### src/hw/rtl/assert_macros.svh
// Assertion macros shared by the tokenizer RTL.
`ifndef ASSERT_MACROS_SVH
`define ASSERT_MACROS_SVH

`ifndef SYNTHESIS
`define CSVT_ASSERT(lbl, clk, rst_n, prop, msg) \
    lbl: assert property (@(posedge clk) disable iff (!rst_n) (prop)) else $error(msg);
`define CSVT_NEVER(lbl, clk, rst_n, expr, msg) \
    lbl: assert property (@(posedge clk) disable iff (!rst_n) !(expr)) else $error(msg);
`else
`define CSVT_ASSERT(lbl, clk, rst_n, prop, msg)
`define CSVT_NEVER(lbl, clk, rst_n, expr, msg)
`endif

`endif

### src/hw/rtl/csvt_pkg.sv
// Types, character codes and helpers for the CSV record tokenizer.
`timescale 1ns / 1ps
`default_nettype none

package csvt_pkg;

    localparam int CuWidth         = 16;
    localparam int ColWidth        = 8;
    localparam int MaxColumnsDef   = 256;

    localparam logic [CuWidth-1:0] ChQuote = 16'h0022;
    localparam logic [CuWidth-1:0] ChComma = 16'h002C;
    localparam logic [CuWidth-1:0] ChCr    = 16'h000D;
    localparam logic [CuWidth-1:0] ChLf    = 16'h000A;

    typedef struct packed {
        logic [CuWidth-1:0] code_unit;
        logic               end_of_text;
    } t_item;

    typedef struct packed {
        logic                char_valid;
        logic [CuWidth-1:0]  out_char;
        logic                field_end;
        logic                record_end;
        logic                record_blank;
        logic [ColWidth-1:0] column_index;
    } t_result;

    // Unicode whitespace code units that do not count as record content.
    function automatic logic f_is_space(input logic [CuWidth-1:0] c);
        logic sp;
        sp = 1'b0;
        if (c >= 16'h0009 && c <= 16'h000D) sp = 1'b1;
        if (c == 16'h0020 || c == 16'h0085 || c == 16'h00A0 || c == 16'h1680) sp = 1'b1;
        if (c >= 16'h2000 && c <= 16'h200A) sp = 1'b1;
        if (c == 16'h2028 || c == 16'h2029 || c == 16'h202F) sp = 1'b1;
        if (c == 16'h205F || c == 16'h3000) sp = 1'b1;
        return sp;
    endfunction

endpackage

`default_nettype wire

### src/hw/rtl/csvt_ifs.sv
// Valid/ready channel interfaces for code units in and tokens out.
`timescale 1ns / 1ps
`default_nettype none

interface csvt_in_if;
    logic                         valid;
    logic                         ready;
    logic [csvt_pkg::CuWidth-1:0] code_unit;
    logic                         end_of_text;

    modport source (output valid, output code_unit, output end_of_text, input ready);
    modport sink   (input valid, input code_unit, input end_of_text, output ready);
endinterface

interface csvt_out_if;
    logic                          valid;
    logic                          ready;
    logic                          char_valid;
    logic [csvt_pkg::CuWidth-1:0]  out_char;
    logic                          field_end;
    logic                          record_end;
    logic                          record_blank;
    logic [csvt_pkg::ColWidth-1:0] column_index;

    modport source (output valid, output char_valid, output out_char, output field_end,
                    output record_end, output record_blank, output column_index,
                    input ready);
    modport sink   (input valid, input char_valid, input out_char, input field_end,
                    input record_end, input record_blank, input column_index,
                    output ready);
endinterface

`default_nettype wire

### src/hw/rtl/csvt_in_reg.sv
// Input register stage: captures one code unit per transfer.
`timescale 1ns / 1ps
`default_nettype none

module csvt_in_reg (
    input  wire logic            i_clk,
    input  wire logic            i_rst_n,
    csvt_in_if.sink              i_in,
    input  wire logic            i_take,
    output logic                 o_valid,
    output csvt_pkg::t_item      o_item
);
    import csvt_pkg::*;

    logic  r_valid;
    t_item r_item;

    // Refill whenever empty or the held item moves on this cycle.
    assign i_in.ready = !r_valid || i_take;

    always_ff @(posedge i_clk) begin
        if (!i_rst_n) begin
            r_valid <= 1'b0;
        end else if (i_in.ready) begin
            r_valid <= i_in.valid;
        end
    end

    always_ff @(posedge i_clk) begin
        if (i_in.valid && i_in.ready) begin
            r_item.code_unit   <= i_in.code_unit;
            r_item.end_of_text <= i_in.end_of_text;
        end
    end

    assign o_valid = r_valid;
    assign o_item  = r_item;

endmodule

`default_nettype wire

### src/hw/rtl/csvt_core.sv
// Tokenizer state and single-step next-state / token logic.
`timescale 1ns / 1ps
`default_nettype none
`include "assert_macros.svh"

module csvt_core #(
    parameter int MAX_COLUMNS = csvt_pkg::MaxColumnsDef
) (
    input  wire logic            i_clk,
    input  wire logic            i_rst_n,
    input  wire logic            i_step,
    input  wire csvt_pkg::t_item i_item,
    output csvt_pkg::t_result    o_result
);
    import csvt_pkg::*;

    localparam int ColLimitInt = (MAX_COLUMNS - 1 < 255) ? (MAX_COLUMNS - 1) : 255;
    localparam logic [ColWidth-1:0] ColLimit = ColWidth'(ColLimitInt);

    logic                r_iq, r_qp, r_cr, r_fhc, r_rhf, r_rhc;
    logic [ColWidth-1:0] r_col;
    logic                n_iq, n_qp, n_cr, n_fhc, n_rhf, n_rhc;
    logic [ColWidth-1:0] n_col;

    logic               done;
    logic               iq_now;
    logic               do_emit;
    logic [CuWidth-1:0] emit_char;
    logic               do_close_field;
    logic               do_close_record;
    logic [CuWidth-1:0] c;

    assign c = i_item.code_unit;

    // Decide which actions this unit triggers.
    always_comb begin
        done            = 1'b0;
        iq_now          = r_iq;
        do_emit         = 1'b0;
        emit_char       = c;
        do_close_field  = 1'b0;
        do_close_record = 1'b0;
        n_iq            = r_iq;
        n_qp            = r_qp;
        n_cr            = r_cr;
        if (i_item.end_of_text) begin
            do_close_field  = r_fhc || r_rhf;
            do_close_record = r_fhc || r_rhf;
        end else begin
            if (r_cr) begin
                n_cr = 1'b0;
                if (c == ChLf) done = 1'b1;
            end
            if (!done && r_qp) begin
                n_qp = 1'b0;
                if (c == ChQuote) begin
                    do_emit   = 1'b1;
                    emit_char = ChQuote;
                    done      = 1'b1;
                end else begin
                    n_iq   = 1'b0;
                    iq_now = 1'b0;
                end
            end
            if (!done) begin
                if (iq_now) begin
                    if (c == ChQuote) n_qp = 1'b1;
                    else              do_emit = 1'b1;
                end else if (c == ChQuote) begin
                    n_iq = 1'b1;
                end else if (c == ChComma) begin
                    do_close_field = 1'b1;
                end else if (c == ChCr) begin
                    do_close_field  = 1'b1;
                    do_close_record = 1'b1;
                    n_cr            = 1'b1;
                end else if (c == ChLf) begin
                    do_close_field  = 1'b1;
                    do_close_record = 1'b1;
                end else begin
                    do_emit = 1'b1;
                end
            end
        end
    end

    // Apply the actions to the row bookkeeping and build the token.
    always_comb begin
        n_fhc = r_fhc;
        n_rhf = r_rhf;
        n_rhc = r_rhc;
        n_col = r_col;
        o_result              = '0;
        o_result.column_index = r_col;
        if (do_emit) begin
            o_result.char_valid = 1'b1;
            o_result.out_char   = emit_char;
            n_fhc               = 1'b1;
            if (!f_is_space(emit_char)) n_rhc = 1'b1;
        end
        if (do_close_field) begin
            o_result.field_end = 1'b1;
            n_fhc              = 1'b0;
            n_rhf              = 1'b1;
            if (r_col < ColLimit) n_col = r_col + 1'b1;
        end
        if (do_close_record) begin
            o_result.record_end   = 1'b1;
            o_result.record_blank = !r_rhc;
            n_rhf                 = 1'b0;
            n_rhc                 = 1'b0;
            n_col                 = '0;
        end
        if (i_item.end_of_text) begin
            n_fhc = 1'b0;
            n_rhf = 1'b0;
            n_rhc = 1'b0;
            n_col = '0;
        end
    end

    always_ff @(posedge i_clk) begin
        if (!i_rst_n) begin
            r_iq  <= 1'b0;
            r_qp  <= 1'b0;
            r_cr  <= 1'b0;
            r_fhc <= 1'b0;
            r_rhf <= 1'b0;
            r_rhc <= 1'b0;
            r_col <= '0;
        end else if (i_step) begin
            r_iq  <= i_item.end_of_text ? 1'b0 : n_iq;
            r_qp  <= i_item.end_of_text ? 1'b0 : n_qp;
            r_cr  <= i_item.end_of_text ? 1'b0 : n_cr;
            r_fhc <= n_fhc;
            r_rhf <= n_rhf;
            r_rhc <= n_rhc;
            r_col <= n_col;
        end
    end

    `CSVT_ASSERT(a_qp_in_quotes, i_clk, i_rst_n, r_qp |-> r_iq, "quote pending outside quotes")
    `CSVT_ASSERT(a_rec_end_col0, i_clk, i_rst_n, (i_step && o_result.record_end) |=> (r_col == '0), "column not cleared after record end")
    `CSVT_ASSERT(a_eot_clears, i_clk, i_rst_n, (i_step && i_item.end_of_text) |=> !(r_iq || r_qp || r_cr || r_fhc || r_rhf || r_rhc), "state not cleared by end of text")
    `CSVT_NEVER(a_rec_needs_field, i_clk, i_rst_n, o_result.record_end && !o_result.field_end, "record closed without field close")

endmodule

`default_nettype wire

### src/hw/rtl/csvt_out_reg.sv
// Result register: holds one token until the sink takes the transfer.
`timescale 1ns / 1ps
`default_nettype none

module csvt_out_reg (
    input  wire logic              i_clk,
    input  wire logic              i_rst_n,
    input  wire logic              i_load,
    input  wire csvt_pkg::t_result i_result,
    output logic                   o_can_load,
    csvt_out_if.source             o_out
);
    import csvt_pkg::*;

    logic    r_valid;
    t_result r_result;

    // Accept a new token when empty or when the held one leaves now.
    assign o_can_load = !r_valid || o_out.ready;

    always_ff @(posedge i_clk) begin
        if (!i_rst_n) begin
            r_valid <= 1'b0;
        end else if (o_can_load) begin
            r_valid <= i_load;
        end
    end

    always_ff @(posedge i_clk) begin
        if (i_load && o_can_load) begin
            r_result <= i_result;
        end
    end

    assign o_out.valid        = r_valid;
    assign o_out.char_valid   = r_result.char_valid;
    assign o_out.out_char     = r_result.out_char;
    assign o_out.field_end    = r_result.field_end;
    assign o_out.record_end   = r_result.record_end;
    assign o_out.record_blank = r_result.record_blank;
    assign o_out.column_index = r_result.column_index;

endmodule

`default_nettype wire

### src/hw/rtl/csv_record_tokenizer.sv
// Top level of the streaming CSV record tokenizer.
// Path: an input transfer is held in the input register, then stepped into the result register.
// Throughput: one code unit per cycle unless output stalls; the tokenizer state updates in one step.
// Backpressure: the input register and result register keep both sides moving.
// Reset: synchronous active-low i_rst_n empties both stages and clears all flags
// and the column counter; no clearing pass is needed.
`timescale 1ns / 1ps
`default_nettype none

module csv_record_tokenizer #(
    parameter int MAX_COLUMNS = csvt_pkg::MaxColumnsDef
) (
    input  wire logic  i_clk,
    input  wire logic  i_rst_n,
    csvt_in_if.sink    i_in,
    csvt_out_if.source o_out
);
    import csvt_pkg::*;

    logic    in_valid;
    t_item   in_item;
    logic    can_load;
    logic    step;
    t_result result;

    // Advance the held unit through the tokenizer when the result slot frees up.
    assign step = in_valid && can_load;

    csvt_in_reg u_in_reg (
        .i_clk   (i_clk),
        .i_rst_n (i_rst_n),
        .i_in    (i_in),
        .i_take  (step),
        .o_valid (in_valid),
        .o_item  (in_item)
    );

    // One step per unit: quote, CR and row flags plus the saturating column.
    csvt_core #(
        .MAX_COLUMNS (MAX_COLUMNS)
    ) u_core (
        .i_clk    (i_clk),
        .i_rst_n  (i_rst_n),
        .i_step   (step),
        .i_item   (in_item),
        .o_result (result)
    );

    // Hold the token until the output transfer completes.
    csvt_out_reg u_out_reg (
        .i_clk      (i_clk),
        .i_rst_n    (i_rst_n),
        .i_load     (step),
        .i_result   (result),
        .o_can_load (can_load),
        .o_out      (o_out)
    );

endmodule

`default_nettype wire

### src/flat_wrapper.sv
// flat-port wrapper written by rule: the top's interface ports become plain ports
module csv_record_tokenizer_flat import csvt_pkg::*;
#(
    parameter int MAX_COLUMNS = csvt_pkg::MaxColumnsDef
)
  (i_clk, i_rst_n, i_in_valid, i_in_code_unit, i_in_end_of_text, i_in_ready, o_out_valid, o_out_char_valid, o_out_out_char, o_out_field_end, o_out_record_end, o_out_record_blank, o_out_column_index, o_out_ready);
  csvt_in_if i_in_i ();
  csvt_out_if o_out_i ();
  input  wire logic i_clk;
  input  wire logic i_rst_n;
  input wire logic [$bits(i_in_i.valid)-1:0] i_in_valid;
  input wire logic [$bits(i_in_i.code_unit)-1:0] i_in_code_unit;
  input wire logic [$bits(i_in_i.end_of_text)-1:0] i_in_end_of_text;
  output wire logic [$bits(i_in_i.ready)-1:0] i_in_ready;
  output wire logic [$bits(o_out_i.valid)-1:0] o_out_valid;
  output wire logic [$bits(o_out_i.char_valid)-1:0] o_out_char_valid;
  output wire logic [$bits(o_out_i.out_char)-1:0] o_out_out_char;
  output wire logic [$bits(o_out_i.field_end)-1:0] o_out_field_end;
  output wire logic [$bits(o_out_i.record_end)-1:0] o_out_record_end;
  output wire logic [$bits(o_out_i.record_blank)-1:0] o_out_record_blank;
  output wire logic [$bits(o_out_i.column_index)-1:0] o_out_column_index;
  input wire logic [$bits(o_out_i.ready)-1:0] o_out_ready;
  assign i_in_i.valid = i_in_valid;
  assign i_in_i.code_unit = i_in_code_unit;
  assign i_in_i.end_of_text = i_in_end_of_text;
  assign i_in_ready = i_in_i.ready;
  assign o_out_valid = o_out_i.valid;
  assign o_out_char_valid = o_out_i.char_valid;
  assign o_out_out_char = o_out_i.out_char;
  assign o_out_field_end = o_out_i.field_end;
  assign o_out_record_end = o_out_i.record_end;
  assign o_out_record_blank = o_out_i.record_blank;
  assign o_out_column_index = o_out_i.column_index;
  assign o_out_i.ready = o_out_ready;
  csv_record_tokenizer #(.MAX_COLUMNS(MAX_COLUMNS)) u_core (.i_clk(i_clk), .i_rst_n(i_rst_n), .i_in(i_in_i), .o_out(o_out_i));
endmodule
### config.mk
export PLATFORM = sky130hd
export DESIGN_NAME = csv_record_tokenizer_flat
export DESIGN_NICKNAME = d
export VERILOG_FILES = /design/src/hw/rtl/csvt_pkg.sv /design/src/hw/rtl/csvt_ifs.sv /design/src/hw/rtl/csvt_in_reg.sv /design/src/hw/rtl/csvt_core.sv /design/src/hw/rtl/csvt_out_reg.sv /design/src/hw/rtl/csv_record_tokenizer.sv /design/src/flat_wrapper.sv
export VERILOG_INCLUDE_DIRS = /design/src /design/src/hw/rtl
export SDC_FILE = /design/constraint.sdc
export NUM_CORES = 1
export LEC_CHECK = 0
export ABC_AREA = 1
export BUFFER_PORTS_ARGS = -buffer_cell sky130_fd_sc_hd__buf_2
export CAP_MARGIN = 20
export CORE_MARGIN = 1.5
export CORE_UTILIZATION = 52
export CTS_BUF_LIST = sky130_fd_sc_hd__clkbuf_8
export CTS_CLUSTER_DIAMETER = 100
export DETAILED_ROUTE_END_ITERATION = 12
export GPL_ROUTABILITY_DRIVEN = 0
export PLACE_DENSITY = 0.78
export SETUP_SLACK_MARGIN = 0.02
export SLEW_MARGIN = 30
export SYNTH_ARGS = -nofsm -noshare
export SYNTH_HDL_FRONTEND = slang
export SYNTH_HIERARCHICAL = 1
export SYNTH_SLANG_ARGS = --single-unit
### constraint.sdc
create_clock -name i_clk -period 2.9 [get_ports i_clk]
set_input_delay 0.58 -clock i_clk [delete_from_list [all_inputs] [get_ports i_clk]]
set_output_delay 0.58 -clock i_clk [all_outputs]
set_load 0.01 [all_outputs]
==> impl_metrics.toml <==
[die]
core_sq_mm = 0.00524
die_area_sq_mm = 0.00600
initial_utilization_pct = 55.0
rows = 26
num_io_pins = 51
die-height_um = 77.4
die_w_um = 77.4

[worst_hold_path]
hold_path.class = "in -> reg"

[cells_and_area]
num_antenna_cells = 0
syn_to_final_growth_pct = 17.9
fillers = 420
finalNetCount = 371
drive_gt1_share_pct = 29.1

[synth]
synth.distinct_cells = 38
ys.flop_type = "edfxtp_1"
yosysWarnings = 6
ys_seq_area_share_pct = 58.0
synth_top_cell_area_share_pct = 46.9
synthArstFlopShare_pct = 0
syn_nets = 311
yosysTopAreaCell = "edfxtp_1"
ys_top_cells_by_count = "nor2_1 (47), edfxtp_1 (45), inv_1 (41)"
syn_inst = 289
synth_seq_cells = 61
ys_top_cells_by_area = "edfxtp_1 (47%), dfxtp_1 (11%), nor2_1 (6.1%)"
syn_avg_cell_area_sq_um = 9.97
yosysMostFrequentCell = "nor2_1"
netlist_area_sq_mm = 0.00288
synth-edff-count = 45

[run_status]
status = "completed"

[global_routing]
antenna_found_initial = 0
grt_max_degree = 19
grt_pass1_vias = 2074
gr-usage-all-layers_pct = 19.9
grt_pass1_wl_mm = 9.21
overflow = 0

[worst_setup_path]
critPathArrivalTime_ps = 2240
crit_required_ps = 3080
endpoint_kind = "flip-flop"
crit_type = "reg -> reg"
crit_fanout = 8
cp-start-kind = "flip-flop"

[timing]
hold_violations = 0
maxSlewHeadroom_pct = 52.9
finalClockSkew_ps = 6.59
rsz0062_at_grt = "no"
fin_tns_setup_ps = 0
setup_viol = 0
finalMaxSlewViolations = 0
fmax_mhz = 487
min_period_over_period_pct = 70.8
period_minus_slack_ps = 2050
worst_pin_slew_ps = 700

[routing]
wirelength_mm = 5.32
ant_nets = 0
drtPass1Iterations = 4
wl_per_cell_um = 12.5
viasPerCell = 5.02
drcViolationCount = 0
vias = 2129
drt_iter0_drc = 124

[pwr]
total_power_mw = 1.89
p_leak_nw = 1.44
vdd_drop_max_mv = 0.330
power.density_mw_per_mm2 = 555

[clocking]
cts.path.max_buffers = 2
cts_root_buf = "clkbuf_8"
clkLatencyLatePin_ps = 340
hold_buffers = 0
clkSinkCount = 61
h-tree-depth = 3
clkTransAtPathRegs_ps = 70
cts_tree = "yes"
cts.repair.resized = 0
postCtsSetupBuffers = 0
cts_made_buffers = 9

[run]
drv_cap = 0

[place]
dp_hpwl_mm = 3.98
port_buffers = 50
==> critical path, cell delays in order, from the launching register on <==
cell and delay [ps]:
edfxtp_1 420, inv_1 120, nand2_1 90, nor2_2 240, nand3_2 190, nand3_2 120, nand2_2 90, nand3_1 90
nand2_1 50, nand2_1 120, nand2_1 200, nor2_1 170
==> per-stage QoR <==
| step | cell area [sq um] | setup slack [ps] | cells | util (%) | hold WS [ps] |
|---|---|---|---|---|---|
| after global routing | 3400 | 659 | 424 | 64.9 | 399 |
| after detailed placement | 3220 | 882 | 408 | 61.5 | 464 |
| after floorplan | 2880 | 89.1 | 289 | - | 441 |
| after CTS | 3400 | 874 | 424 | 64.9 | 404 |
| final | 3400 | 846 | 424 | 64.9 | 414 |
| after global placement | 3220 | 943 | 408 | 61.5 | 456 |
==> power by group <==
part | switching [mW] | internal, mW | leakage [nW]
combinational | 0.113 | 0.0615 | 0.765
clock | 0.302 | 0.380 | 0.109
sequential | 0.0324 | 0.997 | 0.562
==> layout by cell type, fill, tap and decap left out, types with 2 or more instances in the layout <==
cell,count
nand2_1,37
o2111ai_1,2
a21oi_2,4
a21oi_1,10
o21ai_1,2
nor2_1,47
nand2_2,6
nand4_1,5
buf_4,3
nor2_2,5
o21ai_2,2
inv_2,4
xor2_1,3
edfxtp_1,45
nor2_4,6
clkbuf_8,9
o21ai_0,6
nand3_1,17
nand3_4,3
dfxtp_1,16
nand3_2,2
buf_2,50
nor4_1,2
inv_1,46
nor3_1,6
==> area by class of cell <==
type	count	area [sq um]	area share, %
clock inverters	7	53.8	1.58
flip-flops and latches	61	1670	49.2
clock buffers	9	124	3.65
well taps	70	87.6	2.58
inverters	45	169	4.97
multi-input cells	179	1020	30.0
repair buffers	53	273	8.03
==> final timing paths <==
kind                                                      endpoint  cells after the start                 startpoint  slack [ps]
worst max-delay path            u_core/u_out_reg/o_out.out_char[7]                     11  u_core/u_in_reg/o_item[5]         850
worst min-delay path                    u_core/u_in_reg/o_item[15]                      1         i_in_code_unit[14]         410
worst max register to register  u_core/u_out_reg/o_out.out_char[7]                     11  u_core/u_in_reg/o_item[5]         850
worst min register to register                 u_core/u_core/r_rhf                      2        u_core/u_core/r_rhf         480
==> registers in the layout, summed over array words and instances (netlist names) <==
name / flops
u_core/u_core/r_col: 8
u_core/u_core/r_fhc: 1
u_core/u_out_reg/o_out.char_valid: 1
u_core/u_core/r_cr: 1
u_core/u_out_reg/o_out.valid: 1
u_core/u_out_reg/o_out.record_end: 1
u_core/u_out_reg/o_out.field_end: 1
u_core/u_in_reg/o_valid: 1
u_core/u_core/r_qp: 1
u_core/u_in_reg/o_item: 17
u_core/u_core/r_rhc: 1
u_core/u_out_reg/o_out.record_blank: 1
u_core/u_core/r_iq: 1
u_core/u_out_reg/o_out.out_char: 16
u_core/u_out_reg/o_out.column_index: 8
u_core/u_core/r_rhf: 1
==> logic make-up (layout without fill, tap and decap cells) <==
family                     count (synthesis)  after routing  synth area share, %
and+or+nand+nor                          143            143                 26.7
adders and majority gates                  1              1                0.434
buffers and inverters                     49            114                 6.77
xor gates and xnor gates                   4              4                 1.22
AOI/OAI and AO/OA                         31             31                 6.90
DFF                                       61             61                 58.0
==> metal layers <==
metal	track usage [%]	vias up	wire length [um]
li1	-	1080	-
met1	25.3	983	2450
met2	31.4	57	2560
met3	4.82	9	231
met4	10.9	0	78
met5	0	-	0
Note: power is estimated with default switching activity, not from simulation.
